--- src/rtl/pad_command_queue_with_coalescing_core_defines.svh ---
// Assertion macros shared by the command queue RTL.
// Included by modules that carry concurrent checks; no other dependencies.
`ifndef PAD_COMMAND_QUEUE_WITH_COALESCING_CORE_DEFINES_SVH
`define PAD_COMMAND_QUEUE_WITH_COALESCING_CORE_DEFINES_SVH
`ifndef SYNTH
`define PCQ_ASSERT(lbl, clk, rstn, prop, msg) \
  lbl: assert property (@(posedge clk) disable iff (!rstn) prop) else $error(msg);
`define PCQ_ASSERT_NEVER(lbl, clk, rstn, cond, msg) \
  lbl: assert property (@(posedge clk) disable iff (!rstn) !(cond)) else $error(msg);
`else
`define PCQ_ASSERT(lbl, clk, rstn, prop, msg)
`define PCQ_ASSERT_NEVER(lbl, clk, rstn, cond, msg)
`endif
`endif

--- src/rtl/pcq_pkg.sv ---
// Types, codes and mapping functions of the pad command queue.
// No dependencies; imported by the front, the command FIFO, the back and the top.
package pcq_pkg;

  localparam logic [7:0] AxisMax    = 8'hFF;
  localparam logic [7:0] AxisCenter = 8'd128;

  typedef enum logic {
    OpPush = 1'b0,
    OpPoll = 1'b1
  } opcode_e;

  typedef enum logic [1:0] {
    ActNothing      = 2'd0,
    ActPress        = 2'd1,
    ActRelease      = 2'd2,
    ActPressRelease = 2'd3
  } action_e;

  typedef struct packed {
    logic [7:0]  cstick_y;
    logic [7:0]  cstick_x;
    logic [7:0]  stick_y;
    logic [7:0]  stick_x;
    logic [11:0] buttons;
  } report_t;

  typedef struct packed {
    action_e action;
    report_t report;
  } entry_t;

  typedef struct packed {
    opcode_e op;
    logic    write_ok;
    action_e action;
    report_t report;
  } cmd_t;

  localparam report_t DefaultReport = '{
    cstick_y: AxisCenter,
    cstick_x: AxisCenter,
    stick_y:  AxisCenter,
    stick_x:  AxisCenter,
    buttons:  12'd0
  };

  // Direction bits: dup, ddown, dleft, dright from bit 0.
  function automatic logic [3:0] hat_dirs(input logic [3:0] hat);
    logic [3:0] dirs;
    unique case (hat)
      4'd0:    dirs = 4'h1;
      4'd1:    dirs = 4'h9;
      4'd2:    dirs = 4'h8;
      4'd3:    dirs = 4'hA;
      4'd4:    dirs = 4'h2;
      4'd5:    dirs = 4'h6;
      4'd6:    dirs = 4'h4;
      4'd7:    dirs = 4'h5;
      default: dirs = 4'h0;
    endcase
    return dirs;
  endfunction

  // Flip a vertical axis; zero is not a legal report value, so bump it to one.
  function automatic logic [7:0] invert_axis(input logic [7:0] raw);
    logic [7:0] v;
    v = AxisMax - raw;
    return (v == 8'd0) ? 8'd1 : v;
  endfunction

endpackage

--- src/rtl/pcq_intf.sv ---
// Handshake interfaces of the pad command queue: input items, results, register writes.
// No dependencies.
interface pcq_in_if;
  logic       valid;
  logic       ready;
  logic       opcode;
  logic [8:0] pad_buttons;
  logic [3:0] hat;
  logic [7:0] left_x;
  logic [7:0] left_y;
  logic [7:0] right_x;
  logic [7:0] right_y;
  logic [1:0] format_index;
  logic       write_ok;

  modport source (output valid, opcode, pad_buttons, hat, left_x, left_y, right_x, right_y,
                  format_index, write_ok, input ready);
  modport sink (input valid, opcode, pad_buttons, hat, left_x, left_y, right_x, right_y,
                format_index, write_ok, output ready);
endinterface

interface pcq_out_if;
  logic        valid;
  logic        ready;
  logic [11:0] report_buttons;
  logic [7:0]  stick_x;
  logic [7:0]  stick_y;
  logic [7:0]  cstick_x;
  logic [7:0]  cstick_y;
  logic [1:0]  reset_action;
  logic        dequeued;
  logic        coalesced;
  logic [6:0]  queue_fill;

  modport source (output valid, report_buttons, stick_x, stick_y, cstick_x, cstick_y,
                  reset_action, dequeued, coalesced, queue_fill, input ready);
  modport sink (input valid, report_buttons, stick_x, stick_y, cstick_x, cstick_y,
                reset_action, dequeued, coalesced, queue_fill, output ready);
endinterface

interface pcq_cfg_if;
  logic       valid;
  logic       ready;
  logic [2:0] auto_release_mask;

  modport source (output valid, auto_release_mask, input ready);
  modport sink (input valid, auto_release_mask, output ready);
endinterface

--- src/rtl/pcq_front.sv ---
// Front end: accepts items, builds the console report and the home action of a push.
// Depends on pcq_pkg and the interfaces in pcq_intf.sv.
module pcq_front (
  input  logic           clk_i,
  input  logic           rst_ni,
  pcq_in_if.sink         in_i,
  pcq_cfg_if.sink        cfg_i,
  output pcq_pkg::cmd_t  cmd_o,
  output logic           cmd_valid_o,
  input  logic           cmd_ready_i
);
  import pcq_pkg::*;

  localparam logic [2:0] MaskReset = 3'd2;

  logic [2:0] mask_q;
  logic       home_prev_q;
  logic       home_prev_d;
  logic       home;
  logic       auto_rel;
  logic [3:0] mask_ext;
  action_e    action;
  logic       push_acc;

  assign cfg_i.ready = 1'b1;
  assign in_i.ready  = cmd_ready_i;
  assign cmd_valid_o = in_i.valid;
  assign push_acc    = in_i.valid && cmd_ready_i && (opcode_e'(in_i.opcode) == OpPush);

  // Format three has no mask bit and reads as clear.
  assign mask_ext = {1'b0, mask_q};
  assign auto_rel = mask_ext[in_i.format_index];
  assign home     = in_i.pad_buttons[8];

  always_comb begin
    action      = ActNothing;
    home_prev_d = home_prev_q;
    if (home != home_prev_q) begin
      if (home) begin
        action      = ActPress;
        home_prev_d = 1'b1;
        if (auto_rel) begin
          // Rearm: the next held home sample counts as a fresh press.
          action      = ActPressRelease;
          home_prev_d = 1'b0;
        end
      end else begin
        action      = ActRelease;
        home_prev_d = 1'b0;
      end
    end
  end

  always_comb begin
    cmd_o.op                = opcode_e'(in_i.opcode);
    cmd_o.write_ok          = in_i.write_ok;
    cmd_o.action            = action;
    cmd_o.report.buttons    = {hat_dirs(in_i.hat), in_i.pad_buttons[7:0]};
    cmd_o.report.stick_x    = in_i.left_x;
    cmd_o.report.stick_y    = invert_axis(in_i.left_y);
    cmd_o.report.cstick_x   = in_i.right_x;
    cmd_o.report.cstick_y   = invert_axis(in_i.right_y);
  end

  always_ff @(posedge clk_i or negedge rst_ni) begin
    if (!rst_ni) begin
      mask_q      <= MaskReset;
      home_prev_q <= 1'b0;
    end else begin
      if (cfg_i.valid) begin
        mask_q <= cfg_i.auto_release_mask;
      end
      if (push_acc) begin
        home_prev_q <= home_prev_d;
      end
    end
  end

endmodule

--- src/rtl/pcq_cmd_fifo.sv ---
// Two-entry command FIFO between the front and the back.
// Depends on pcq_pkg.
module pcq_cmd_fifo (
  input  logic          clk_i,
  input  logic          rst_ni,
  input  logic          push_valid_i,
  output logic          push_ready_o,
  input  pcq_pkg::cmd_t push_data_i,
  output logic          pop_valid_o,
  input  logic          pop_ready_i,
  output pcq_pkg::cmd_t pop_data_o
);
  import pcq_pkg::*;

  cmd_t       entries_q [2];
  logic       wr_ptr_q;
  logic       rd_ptr_q;
  logic [1:0] cnt_q;
  logic       do_push;
  logic       do_pop;

  assign push_ready_o = (cnt_q != 2'd2);
  assign pop_valid_o  = (cnt_q != 2'd0);
  assign pop_data_o   = entries_q[rd_ptr_q];
  assign do_push      = push_valid_i && push_ready_o;
  assign do_pop       = pop_valid_o && pop_ready_i;

  always_ff @(posedge clk_i) begin
    if (do_push) begin
      entries_q[wr_ptr_q] <= push_data_i;
    end
  end

  always_ff @(posedge clk_i or negedge rst_ni) begin
    if (!rst_ni) begin
      wr_ptr_q <= 1'b0;
      rd_ptr_q <= 1'b0;
      cnt_q    <= 2'd0;
    end else begin
      if (do_push) begin
        wr_ptr_q <= ~wr_ptr_q;
      end
      if (do_pop) begin
        rd_ptr_q <= ~rd_ptr_q;
      end
      if (do_push && !do_pop) begin
        cnt_q <= cnt_q + 2'd1;
      end else if (do_pop && !do_push) begin
        cnt_q <= cnt_q - 2'd1;
      end
    end
  end

endmodule

--- src/rtl/pcq_back.sv ---
// Back end: ring queue memory, coalescing, polls and the result register.
// Depends on pcq_pkg, pcq_intf.sv and the assertion macro header.
`include "pad_command_queue_with_coalescing_core_defines.svh"

module pcq_back #(
  parameter int unsigned QueueDepth = 64
) (
  input  logic          clk_i,
  input  logic          rst_ni,
  input  pcq_pkg::cmd_t cmd_i,
  input  logic          cmd_valid_i,
  output logic          cmd_ready_o,
  pcq_out_if.source     out_o
);
  import pcq_pkg::*;

  localparam int unsigned PtrW = $clog2(QueueDepth);
  localparam int unsigned CntW = $clog2(QueueDepth + 1);
  localparam logic [PtrW-1:0] LastPtr = PtrW'(QueueDepth - 1);
  localparam logic [CntW-1:0] FullCnt = CntW'(QueueDepth);

  typedef enum logic {
    StIdle,
    StRead
  } state_e;

  typedef struct packed {
    report_t    report;
    action_e    action;
    logic       dequeued;
    logic       coalesced;
    logic [6:0] fill;
  } result_t;

  entry_t mem [QueueDepth];
  entry_t rd_data_q;

  state_e          state_q, state_d;
  logic [PtrW-1:0] head_q, head_d;
  logic [PtrW-1:0] tail_q, tail_d;
  logic [PtrW-1:0] newest_ptr_q, newest_ptr_d;
  logic [CntW-1:0] count_q, count_d;
  entry_t          newest_q, newest_d;
  report_t         last_sent_q, last_sent_d;
  logic            ok_q, ok_d;
  logic            out_valid_q, out_valid_d;
  result_t         res_q, res_d;

  logic            out_free;
  logic            full;
  logic            res_load;
  logic            mem_we;
  logic            mem_re;
  logic [PtrW-1:0] mem_waddr;
  entry_t          mem_wdata;
  entry_t          new_entry;
  entry_t          merged;
  logic [CntW+6:0] fill_ext;

  function automatic logic [PtrW-1:0] ptr_inc(input logic [PtrW-1:0] p);
    return (p == LastPtr) ? '0 : p + 1'b1;
  endfunction

  assign out_free = !out_valid_q || out_o.ready;
  assign full     = (count_q == FullCnt);

  assign new_entry.action = cmd_i.action;
  assign new_entry.report = cmd_i.report;

  // Merge into the newest entry: OR buttons, take new axes, keep old action if none.
  always_comb begin
    merged                 = new_entry;
    merged.report.buttons  = newest_q.report.buttons | cmd_i.report.buttons;
    merged.action          = (cmd_i.action != ActNothing) ? cmd_i.action : newest_q.action;
  end

  always_comb begin
    state_d      = state_q;
    head_d       = head_q;
    tail_d       = tail_q;
    newest_ptr_d = newest_ptr_q;
    newest_d     = newest_q;
    count_d      = count_q;
    last_sent_d  = last_sent_q;
    ok_d         = ok_q;
    out_valid_d  = out_valid_q && !out_o.ready;
    res_d        = res_q;
    res_load     = 1'b0;
    cmd_ready_o  = 1'b0;
    mem_we       = 1'b0;
    mem_re       = 1'b0;
    mem_waddr    = tail_q;
    mem_wdata    = new_entry;

    unique case (state_q)
      StIdle: begin
        cmd_ready_o = out_free;
        if (cmd_valid_i && out_free) begin
          if (cmd_i.op == OpPush) begin
            mem_we = 1'b1;
            if (full) begin
              mem_waddr = newest_ptr_q;
              mem_wdata = merged;
              newest_d  = merged;
            end else begin
              tail_d       = ptr_inc(tail_q);
              newest_ptr_d = tail_q;
              newest_d     = new_entry;
              count_d      = count_q + 1'b1;
            end
            res_load        = 1'b1;
            res_d.report    = cmd_i.report;
            res_d.action    = ActNothing;
            res_d.dequeued  = 1'b0;
            res_d.coalesced = full;
          end else if (count_q == '0) begin
            res_load        = 1'b1;
            res_d.report    = last_sent_q;
            res_d.action    = ActNothing;
            res_d.dequeued  = 1'b0;
            res_d.coalesced = 1'b0;
          end else begin
            // Fetch the head; finish once the read data lands.
            mem_re  = 1'b1;
            ok_d    = cmd_i.write_ok;
            state_d = StRead;
          end
        end
      end
      StRead: begin
        if (out_free) begin
          last_sent_d     = rd_data_q.report;
          res_load        = 1'b1;
          res_d.report    = rd_data_q.report;
          res_d.action    = ActNothing;
          res_d.dequeued  = 1'b0;
          res_d.coalesced = 1'b0;
          if (ok_q) begin
            head_d         = ptr_inc(head_q);
            count_d        = count_q - 1'b1;
            res_d.action   = rd_data_q.action;
            res_d.dequeued = 1'b1;
          end
          state_d = StIdle;
        end
      end
      default: state_d = StIdle;
    endcase

    fill_ext = {7'd0, count_d};
    if (res_load) begin
      res_d.fill  = fill_ext[6:0];
      out_valid_d = 1'b1;
    end
  end

  always_ff @(posedge clk_i) begin
    if (mem_we) begin
      mem[mem_waddr] <= mem_wdata;
    end
    if (mem_re) begin
      rd_data_q <= mem[head_q];
    end
  end

  always_ff @(posedge clk_i or negedge rst_ni) begin
    if (!rst_ni) begin
      state_q      <= StIdle;
      head_q       <= '0;
      tail_q       <= '0;
      newest_ptr_q <= '0;
      count_q      <= '0;
      newest_q     <= '0;
      last_sent_q  <= DefaultReport;
      ok_q         <= 1'b0;
      out_valid_q  <= 1'b0;
      res_q        <= '0;
    end else begin
      state_q      <= state_d;
      head_q       <= head_d;
      tail_q       <= tail_d;
      newest_ptr_q <= newest_ptr_d;
      count_q      <= count_d;
      newest_q     <= newest_d;
      last_sent_q  <= last_sent_d;
      ok_q         <= ok_d;
      out_valid_q  <= out_valid_d;
      res_q        <= res_d;
    end
  end

  assign out_o.valid          = out_valid_q;
  assign out_o.report_buttons = res_q.report.buttons;
  assign out_o.stick_x        = res_q.report.stick_x;
  assign out_o.stick_y        = res_q.report.stick_y;
  assign out_o.cstick_x       = res_q.report.cstick_x;
  assign out_o.cstick_y       = res_q.report.cstick_y;
  assign out_o.reset_action   = res_q.action;
  assign out_o.dequeued       = res_q.dequeued;
  assign out_o.coalesced      = res_q.coalesced;
  assign out_o.queue_fill     = res_q.fill;

  `PCQ_ASSERT(a_count_bound, clk_i, rst_ni, count_q <= FullCnt, "queue count above depth")
  `PCQ_ASSERT(a_empty_ptrs, clk_i, rst_ni, (count_q == '0) |-> (head_q == tail_q), "empty queue with head and tail apart")
  `PCQ_ASSERT(a_read_done, clk_i, rst_ni, ((state_q == StRead) && out_free) |=> out_valid_q, "head read did not produce a result")
  `PCQ_ASSERT_NEVER(a_deq_empty, clk_i, rst_ni, res_load && res_d.dequeued && (count_q == '0), "dequeue from empty queue")

endmodule

--- src/rtl/pad_command_queue_with_coalescing_core.sv ---
// Channel  | Dir | Handshake     | Payload
// in_i     | in  | valid / ready | opcode, pad state, format_index, write_ok
// out_o    | out | valid / ready | console report, reset_action, flags, queue_fill
// cfg_i    | in  | valid / ready | auto_release_mask (always ready)
//
// A push or a poll of an empty queue ends in StIdle; a poll of a non-empty queue
// also passes StRead, set by the registered read port of the queue memory.
// Items enter a two-entry command FIFO, so the front accepts while the back works.
// Reset clears pointers and count, restores last report; no memory clear is needed.
// A result waiting in the output register stalls the back, then the FIFO, then in_i.
module pad_command_queue_with_coalescing_core #(
  parameter int unsigned QueueDepth = 64
) (
  input  logic      clk_i,
  input  logic      rst_ni,
  pcq_in_if.sink    in_i,
  pcq_cfg_if.sink   cfg_i,
  pcq_out_if.source out_o
);
  import pcq_pkg::*;

  cmd_t front_cmd;
  logic front_valid;
  logic front_ready;
  cmd_t back_cmd;
  logic back_valid;
  logic back_ready;

  pcq_front u_front (
    .clk_i       (clk_i),
    .rst_ni      (rst_ni),
    .in_i        (in_i),
    .cfg_i       (cfg_i),
    .cmd_o       (front_cmd),
    .cmd_valid_o (front_valid),
    .cmd_ready_i (front_ready)
  );

  pcq_cmd_fifo u_fifo (
    .clk_i        (clk_i),
    .rst_ni       (rst_ni),
    .push_valid_i (front_valid),
    .push_ready_o (front_ready),
    .push_data_i  (front_cmd),
    .pop_valid_o  (back_valid),
    .pop_ready_i  (back_ready),
    .pop_data_o   (back_cmd)
  );

  pcq_back #(
    .QueueDepth (QueueDepth)
  ) u_back (
    .clk_i       (clk_i),
    .rst_ni      (rst_ni),
    .cmd_i       (back_cmd),
    .cmd_valid_i (back_valid),
    .cmd_ready_o (back_ready),
    .out_o       (out_o)
  );

endmodule
--- src/flat_wrapper.sv ---
// flat-port wrapper written by rule: the top's interface ports become plain ports
module pad_command_queue_with_coalescing_core_flat import pcq_pkg::*;
#(
  parameter int unsigned QueueDepth = 64
)
  (clk_i, rst_ni, in_i_valid, in_i_opcode, in_i_pad_buttons, in_i_hat, in_i_left_x, in_i_left_y, in_i_right_x, in_i_right_y, in_i_format_index, in_i_write_ok, in_i_ready, cfg_i_valid, cfg_i_auto_release_mask, cfg_i_ready, out_o_valid, out_o_report_buttons, out_o_stick_x, out_o_stick_y, out_o_cstick_x, out_o_cstick_y, out_o_reset_action, out_o_dequeued, out_o_coalesced, out_o_queue_fill, out_o_ready);
  pcq_in_if in_i_i ();
  pcq_cfg_if cfg_i_i ();
  pcq_out_if out_o_i ();
  input  logic clk_i;
  input  logic rst_ni;
  input wire logic [$bits(in_i_i.valid)-1:0] in_i_valid;
  input wire logic [$bits(in_i_i.opcode)-1:0] in_i_opcode;
  input wire logic [$bits(in_i_i.pad_buttons)-1:0] in_i_pad_buttons;
  input wire logic [$bits(in_i_i.hat)-1:0] in_i_hat;
  input wire logic [$bits(in_i_i.left_x)-1:0] in_i_left_x;
  input wire logic [$bits(in_i_i.left_y)-1:0] in_i_left_y;
  input wire logic [$bits(in_i_i.right_x)-1:0] in_i_right_x;
  input wire logic [$bits(in_i_i.right_y)-1:0] in_i_right_y;
  input wire logic [$bits(in_i_i.format_index)-1:0] in_i_format_index;
  input wire logic [$bits(in_i_i.write_ok)-1:0] in_i_write_ok;
  output wire logic [$bits(in_i_i.ready)-1:0] in_i_ready;
  input wire logic [$bits(cfg_i_i.valid)-1:0] cfg_i_valid;
  input wire logic [$bits(cfg_i_i.auto_release_mask)-1:0] cfg_i_auto_release_mask;
  output wire logic [$bits(cfg_i_i.ready)-1:0] cfg_i_ready;
  output wire logic [$bits(out_o_i.valid)-1:0] out_o_valid;
  output wire logic [$bits(out_o_i.report_buttons)-1:0] out_o_report_buttons;
  output wire logic [$bits(out_o_i.stick_x)-1:0] out_o_stick_x;
  output wire logic [$bits(out_o_i.stick_y)-1:0] out_o_stick_y;
  output wire logic [$bits(out_o_i.cstick_x)-1:0] out_o_cstick_x;
  output wire logic [$bits(out_o_i.cstick_y)-1:0] out_o_cstick_y;
  output wire logic [$bits(out_o_i.reset_action)-1:0] out_o_reset_action;
  output wire logic [$bits(out_o_i.dequeued)-1:0] out_o_dequeued;
  output wire logic [$bits(out_o_i.coalesced)-1:0] out_o_coalesced;
  output wire logic [$bits(out_o_i.queue_fill)-1:0] out_o_queue_fill;
  input wire logic [$bits(out_o_i.ready)-1:0] out_o_ready;
  assign in_i_i.valid = in_i_valid;
  assign in_i_i.opcode = in_i_opcode;
  assign in_i_i.pad_buttons = in_i_pad_buttons;
  assign in_i_i.hat = in_i_hat;
  assign in_i_i.left_x = in_i_left_x;
  assign in_i_i.left_y = in_i_left_y;
  assign in_i_i.right_x = in_i_right_x;
  assign in_i_i.right_y = in_i_right_y;
  assign in_i_i.format_index = in_i_format_index;
  assign in_i_i.write_ok = in_i_write_ok;
  assign in_i_ready = in_i_i.ready;
  assign cfg_i_i.valid = cfg_i_valid;
  assign cfg_i_i.auto_release_mask = cfg_i_auto_release_mask;
  assign cfg_i_ready = cfg_i_i.ready;
  assign out_o_valid = out_o_i.valid;
  assign out_o_report_buttons = out_o_i.report_buttons;
  assign out_o_stick_x = out_o_i.stick_x;
  assign out_o_stick_y = out_o_i.stick_y;
  assign out_o_cstick_x = out_o_i.cstick_x;
  assign out_o_cstick_y = out_o_i.cstick_y;
  assign out_o_reset_action = out_o_i.reset_action;
  assign out_o_dequeued = out_o_i.dequeued;
  assign out_o_coalesced = out_o_i.coalesced;
  assign out_o_queue_fill = out_o_i.queue_fill;
  assign out_o_i.ready = out_o_ready;
  pad_command_queue_with_coalescing_core #(.QueueDepth(QueueDepth)) u_core (.clk_i(clk_i), .rst_ni(rst_ni), .in_i(in_i_i), .cfg_i(cfg_i_i), .out_o(out_o_i));
endmodule
--- config.mk ---
export PLATFORM = sky130hd
export DESIGN_NAME = pad_command_queue_with_coalescing_core_flat
export DESIGN_NICKNAME = d
export VERILOG_FILES = /design/src/rtl/pcq_pkg.sv /design/src/rtl/pcq_intf.sv /design/src/rtl/pcq_front.sv /design/src/rtl/pcq_cmd_fifo.sv /design/src/rtl/pcq_back.sv /design/src/rtl/pad_command_queue_with_coalescing_core.sv /design/src/flat_wrapper.sv
export VERILOG_INCLUDE_DIRS = /design/src /design/src/rtl
export SDC_FILE = /design/constraint.sdc
export NUM_CORES = 2
export LEC_CHECK = 0
export BUFFER_PORTS_ARGS = -buffer_cell sky130_fd_sc_hd__buf_2
export CAP_MARGIN = 40
export CORE_ASPECT_RATIO = 0.5
export CORE_MARGIN = 3
export CORE_UTILIZATION = 55
export CTS_CLUSTER_DIAMETER = 120
export CTS_CLUSTER_SIZE = 30
export DETAILED_ROUTE_END_ITERATION = 10
export GPL_TIMING_DRIVEN = 0
export PLACE_DENSITY = 0.79
export SYNTH_ARGS = -nofsm -noshare
export SYNTH_HDL_FRONTEND = slang
export SYNTH_SLANG_ARGS = --single-unit
--- constraint.sdc ---
create_clock -name clk_i -period 4.5 [get_ports clk_i]
set_input_delay 0.9 -clock clk_i [delete_from_list [all_inputs] [get_ports clk_i]]
set_output_delay 0.9 -clock clk_i [all_outputs]
set_load 0.02 [all_outputs]
# After elaboration in Yosys (flattened, before gate mapping)
# Memory sizes are Yosys's and may differ from the RTL's. A register that Yosys moved wholly into a read port is not among the register bits.
# Index checks and enable logic that the tools add are counted.
classes:
  add_sub_neg: 8
  n_lt_le_gt_ge: 1
  n_eq_ne: 8
  muxes: 55
  n_bitwise: 8
  reduce_logical: 25
op_table:
  columns: ["operator", "n"]
  rows:
  - ["two-way mux 48 bit", 4]
  - ["two-way mux 46 bit", 4]
  - ["case mux 48 bit (2 select lines)", 1]
  - ["two-way mux 6 bit", 6]
  - ["two-way mux 7 bit", 5]
  - ["two-way mux 1 bit", 21]
  - ["zero test 8 bit", 2]
  - ["two-way mux 8 bit", 2]
  - ["subtractor 8 bit, first input constant", 2]
  - ["case mux 7 bit (2 select lines)", 1]
  - ["adder 6 x 1 -> 6 bit, second input constant", 2]
  - ["equality test 6 bit, second input constant", 2]
  - ["two-way mux 2 bit", 6]
  - ["bitwise OR 12 bit", 1]
  - ["AND reduction 3 bit", 3]
  - ["AND reduction 4 bit", 2]
  - ["adder 7 x 1 -> 7 bit, second input constant", 1]
  - ["equality test 7 bit, second input constant", 1]
  - ["logical AND 1 bit", 7]
  - ["zero test 7 bit", 1]
  - ["inverter 1 bit", 7]
  - ["subtractor 7 x 1 -> 7 bit, second input constant", 1]
  - ["nonzero test 2 bit", 3]
  - ["zero test 1 bit", 4]
  - ["13 further kinds", 16]
word_totals:
  reg_bits: 149
  ramBits: 3040
  romBits: 32
  inputBits: 57
  output_inout_bits: 58
  mem_count: 3
mem_list:
  columns: ["name", "depth", "width", "read_ports", "rd_clocked_by_memory_dff", "wr", "line", "rtl"]
  rows:
  - ["u_core.u_back.mem", 64, 46, 1, 1, 1, "pcq_back.sv:35", "entry_t mem [QueueDepth];"]
  - ["u_core.u_fifo.entries_q", 2, 48, 1, 0, 1, "pcq_cmd_fifo.sv:15", "cmd_t entries_q [2];"]
  - ["(no name shown)", 8, 4, 1, 0, 0, "pcq_pkg.sv:51", "unique case (hat)"]

# Longest topological paths before layout
logic_depth:
  depth_word: 7
  ltp_mapped: 10
  mapped_depth_nobuf: 7

# By module
# Synthesis repeated with hierarchy kept, for this count alone.
unflattened:
  hier_cells: 5730
  area_unflattened_um2: 125339.0
modules_own_cells:
  columns: ["mod", "instances", "cells_each", "area_each_um2"]
  rows:
  - ["pcq_back", 1, 5490, 121071.1]
  - ["pcq_cmd_fifo", 1, 167, 3703.6]
  - ["pcq_front", 1, 73, 564.3]

# Worst setup path after synthesis
# Ideal clock, no wire load.
synth_timing:
  path_type: "input to register"
  from: "in out_o_ready"
  to: "mem u_core.u_back.mem[41][0] (netlist name), enable pin"
  arrival_time_ps: 4079
  t_required_ps: 4050
  path_slack_ps: -29
  stages: 7
  path_buffers: 2
  path_cell_list: "nand2b_1 -> buf_2 -> nand4_1 -> buf_2 -> a21oi_1 -> o21ai_1 -> nor2_1"
synth_via:
  elab_chain_len: 6
  elab_cells_between_ends: 8
synth_rtl:
  columns: ["item", "line", "rtl"]
  rows:
  - ["start: declaration", "flat_wrapper.sv:36", "input wire logic [$bits(out_o_i.ready)-1:0] out_o_ready;"]
  - ["logical OR 1 bit (*)", "pcq_back.sv:64", "assign out_free = !out_valid_q || out_o.ready;"]
  - ["logical AND 1 bit (*)", "pcq_back.sv:98", "if (cmd_valid_i && out_free) begin"]
  - ["two-way mux 1 bit", "pcq_back.sv:98", null]
  - ["two-way mux 1 bit", "pcq_back.sv:95", "unique case (state_q)"]
  - ["two-way mux 1 bit", "pcq_back.sv:158", "if (mem_we) begin"]
  - ["two-way mux 1 bit (implied by the code)", "pcq_back.sv:159", "mem[mem_waddr] <= mem_wdata;"]
  - ["end: declaration", "pcq_back.sv:35", null]
# Every way passes the cells marked *; elsewhere a longest branch is shown, timed or not.

==> flow_metrics.env <==
export IMPL_p_leak_uw=0.0429
export IMPL_vias=65200
export IMPL_first_pass_iters=8
export IMPL_grt_pass1_vias=63600
export IMPL_area_growth_pct=10.2
export IMPL_drive_gt1_share_pct=24.6
export IMPL_pre_cts_ws_ns=-0.264
export IMPL_power_density_nw_per_um2=585
export IMPL_wl_met3_microns=52700
export IMPL_wl_met2_microns=153000
export IMPL_clock_latency_ns=0.84
export IMPL_setup_ws_ns=0.0825
export IMPL_cts_htree_levels=3
export IMPL_synth_edff_count=3086
export IMPL_clock_sinks=3235
export IMPL_tightestPinTransition_ns=1.03
export IMPL_core_area_sq_um=223000
export IMPL_wl_met1_microns=116000
export IMPL_rsz0062_at_grt="false"
export IMPL_critPathArrivalTime_ns=4.91
export IMPL_initial_core_util_pct=55.9
export IMPL_clock_skew_ns=0.0336
export IMPL_grt_usage_pct=29.2
export IMPL_route_antenna_remaining_nets=0
export IMPL_crit_type="flop to flop"
export IMPL_grt_pass1_wl_microns=478000
export IMPL_period_needed_ns=4.42
export IMPL_syn_cell_area_sq_um=125000
export IMPL_cts_clk_slew_worst_paths_ns=0.11
export IMPL_fin_cells=9350
export IMPL_die_x_microns=680
export IMPL_final_nets=6364
export IMPL_syn_nets=5908
export IMPL_critPathTopFamily="buffers and inverters"
export IMPL_fmax_mhz=226
export IMPL_seq_area_frac_synth_pct=77.3
export IMPL_io_pins=115
export IMPL_num_rows=122
export IMPL_tritoncts="built"
export IMPL_synth_cells=5845
export IMPL_wirelength_microns=341000
export IMPL_gp_congestion=0.962
export IMPL_dieArea_sq_um=233000
export IMPL_viasPerCell=6.97
export IMPL_crit_buf_inv=6
export IMPL_yosys_register_bits=3235
export IMPL_worst_setup_path_end_kind="flop"
export IMPL_cp_slowest_cell="clkbuf_1"
export IMPL_hold_class="input port to flop"
export IMPL_seq_area_sq_um=96400
export IMPL_fin_crit_sh_pct=98.2
export IMPL_postSynthAreaPerCell_sq_um=21.4
export IMPL_multi_input_area_sq_um=27000
export IMPL_status="finished clean"
export IMPL_drtIter0Drc=11600
export IMPL_root_buffer="clkbuf_16"
export IMPL_ir_drop_v=0.000400
export IMPL_cts_buffers=117
export IMPL_wire_per_inst_microns=36.4
export IMPL_maxCapViolCount=0
export IMPL_relSlewSlack_pct=31.4
export IMPL_die_h_microns=343
export IMPL_synthArstFlopShare_pct=4.61
export IMPL_timing_hold_violations_final=0
export IMPL_drv_slew=0
export IMPL_utilization_pct=61.6
export IMPL_grt_max_degree=88
export IMPL_place_inst=9150
export IMPL_worstSetupStartpointType="flop"
export IMPL_yosysUniqueCellTypes=79
export IMPL_drc=0
export IMPL_slowest_delay_ns=0.66
export IMPL_crit_path_frequent_cell="buf_2"
export IMPL_yosys_warnings=0
export IMPL_port_buffers=113
export IMPL_setup_violations=0
export IMPL_crit_chain="buf_2, buf_4, buf_2, buf_2, buf_2, clkbuf_1, o21ai_0, o2bb2ai_1"
export IMPL_dr_max_layer_used="met5"
export IMPL_antenna_found_initial=19
export IMPL_worstPathRequired_ns=5.00
export IMPL_clk_path_buf_depth=3
export IMPL_hpwl_microns=233000
export IMPL_synthFlopType="edfxtp_1"
export IMPL_n_fill_cell=14300
export IMPL_path_max_fanout=10
export IMPL_grt_ovfl_total=0
## layout make-up
| cell class | count | area share, % |
|---|---|---|
| flip-flops and latches | 3235 | 70.1 |
| multi-input cells | 2245 | 19.7 |
| repair buffers | 338 | 3.77 |
| well taps | 2976 | 2.71 |
| clock buffers | 167 | 2.28 |
| plain buffers | 335 | 1.30 |
| inverters | 29 | 0.0792 |
| clock inverters | 6 | 0.0428 |
| diodes | 19 | 0.0346 |
## where the power goes
group / switching (uW) / internal (uW)
sequential: 964 / 38200
clock: 8540 / 4910
combinational: 18100 / 9790
total: 27600 / 52900
## flip-flops by register name, indices dropped and copies added, names as in the netlist, 3 cells and up
register,flops
u_core.u_back.tail_q,6
u_core.u_back.out_o.cstick_y,8
u_core.u_back.count_q,7
u_core.u_back.head_q,6
u_core.u_back.newest_q,14
u_core.u_back.last_sent_q,44
u_core.u_back.mem,2944
u_core.u_front.mask_q,3
u_core.u_back.out_o.report_buttons,12
u_core.u_back.out_o.stick_y,8
u_core.u_back.out_o.cstick_x,8
u_core.u_back.newest_ptr_q,6
u_core.u_back.out_o.stick_x,8
u_core.u_fifo.entries_q,96
u_core.u_back.rd_data_q,46
u_core.u_back.out_o.queue_fill,7
## placed cells by master, fill, tap and decap left out, drive strengths merged, types with 16 or more instances in the layout
master | netlist | routed
a211o | 24 | 24
a211oi | 47 | 47
a21oi | 127 | 127
a221oi | 60 | 60
a22o | 26 | 26
a22oi | 43 | 43
buf | 221 | 558
clkbuf | 115 | 281
dfrtp | 144 | 144
diode | 0 | 19
edfxtp | 3086 | 3086
inv | 29 | 33
mux2 | 148 | 148
mux2i | 414 | 414
mux4 | 629 | 629
nand2 | 133 | 133
nor2 | 114 | 114
nor2b | 37 | 37
o21ai | 163 | 163
o221ai | 58 | 58
o22ai | 68 | 68
o2bb2ai | 16 | 16
## through the flow
step	cell area [sq um]	power (uW)	hold slack (ns)	setup TNS, ns
floorplan	125000	55200	0.449	-8.74
global placement	129000	64900	0.453	-8921.69
detailed placement	134000	66700	0.472	-10.63
CTS	137000	79600	0.235	0
global route	137000	82400	0.247	0
finish	137000	80500	0.265	0
## repair_timing
action	4_1_cts	5_1_grt
gates resized for setup	1	1
setup buffers	0	0
endpoints found under the hold margin	7	0
hold buffers	1	0
setup endpoints to repair	2	26
## layer usage
| layer | global-route usage (%) | vias to the layer above |
|---|---|---|
| met5 | 0.707 | - |
| met4 | 13.6 | 12 |
| met3 | 9.38 | 810 |
| met2 | 43.6 | 5559 |
| met1 | 39.6 | 33600 |
| li1 | - | 25100 |
## Yosys cell counts (all sizes together) (60+ instances only)
cell	count	area (sq um)
edfxtp	3086	92700
mux4	629	14200
mux2i	414	4160
buf	221	1360
o21ai	163	842
mux2	148	1670
dfrtp	144	3600
nand2	133	502
a21oi	127	636
clkbuf	115	433
nor2	114	433
o22ai	68	425
a221oi	60	526
## cells by family after synthesis
kind of cell	count (synthesis)	synth area share [%]
AO/OA/AOI/OAI	674	3.69
XOR/XNOR	16	0.112
adder cells (fa/ha/maj)	6	0.0602
buffers and inverters	365	1.52
flip-flops	3235	77.3
multiplexers	1191	16.0
other	1	0.00300
AND/OR/NAND/NOR	357	1.34
## path summary, 6_finish.rpt
| check | cells past startpoint | slack [ns] | startpoint | end |
|---|---|---|---|---|
| worst max register to register | 8 | 0.08 | u_core.u_back.head_q[2] | u_core.u_back.rd_data_q[30] |
| worst max-delay path | 8 | 0.08 | u_core.u_back.head_q[2] | u_core.u_back.rd_data_q[30] |
| worst min-delay path | 1 | 0.27 | in_i_pad_buttons[2] | u_core.u_fifo.entries_q[0][2] |
| min in group asynchronous | 2 | 0.45 | rst_ni | u_core.u_front.mask_q[0] |
| worst min register to register | 2 | 0.50 | u_core.u_back.newest_q[1] | u_core.u_back.newest_q[1] |
| max in group asynchronous | 4 | 3.06 | rst_ni | u_core.u_back.last_sent_q[19] |
Note: power is estimated with default switching activity, not from simulation.
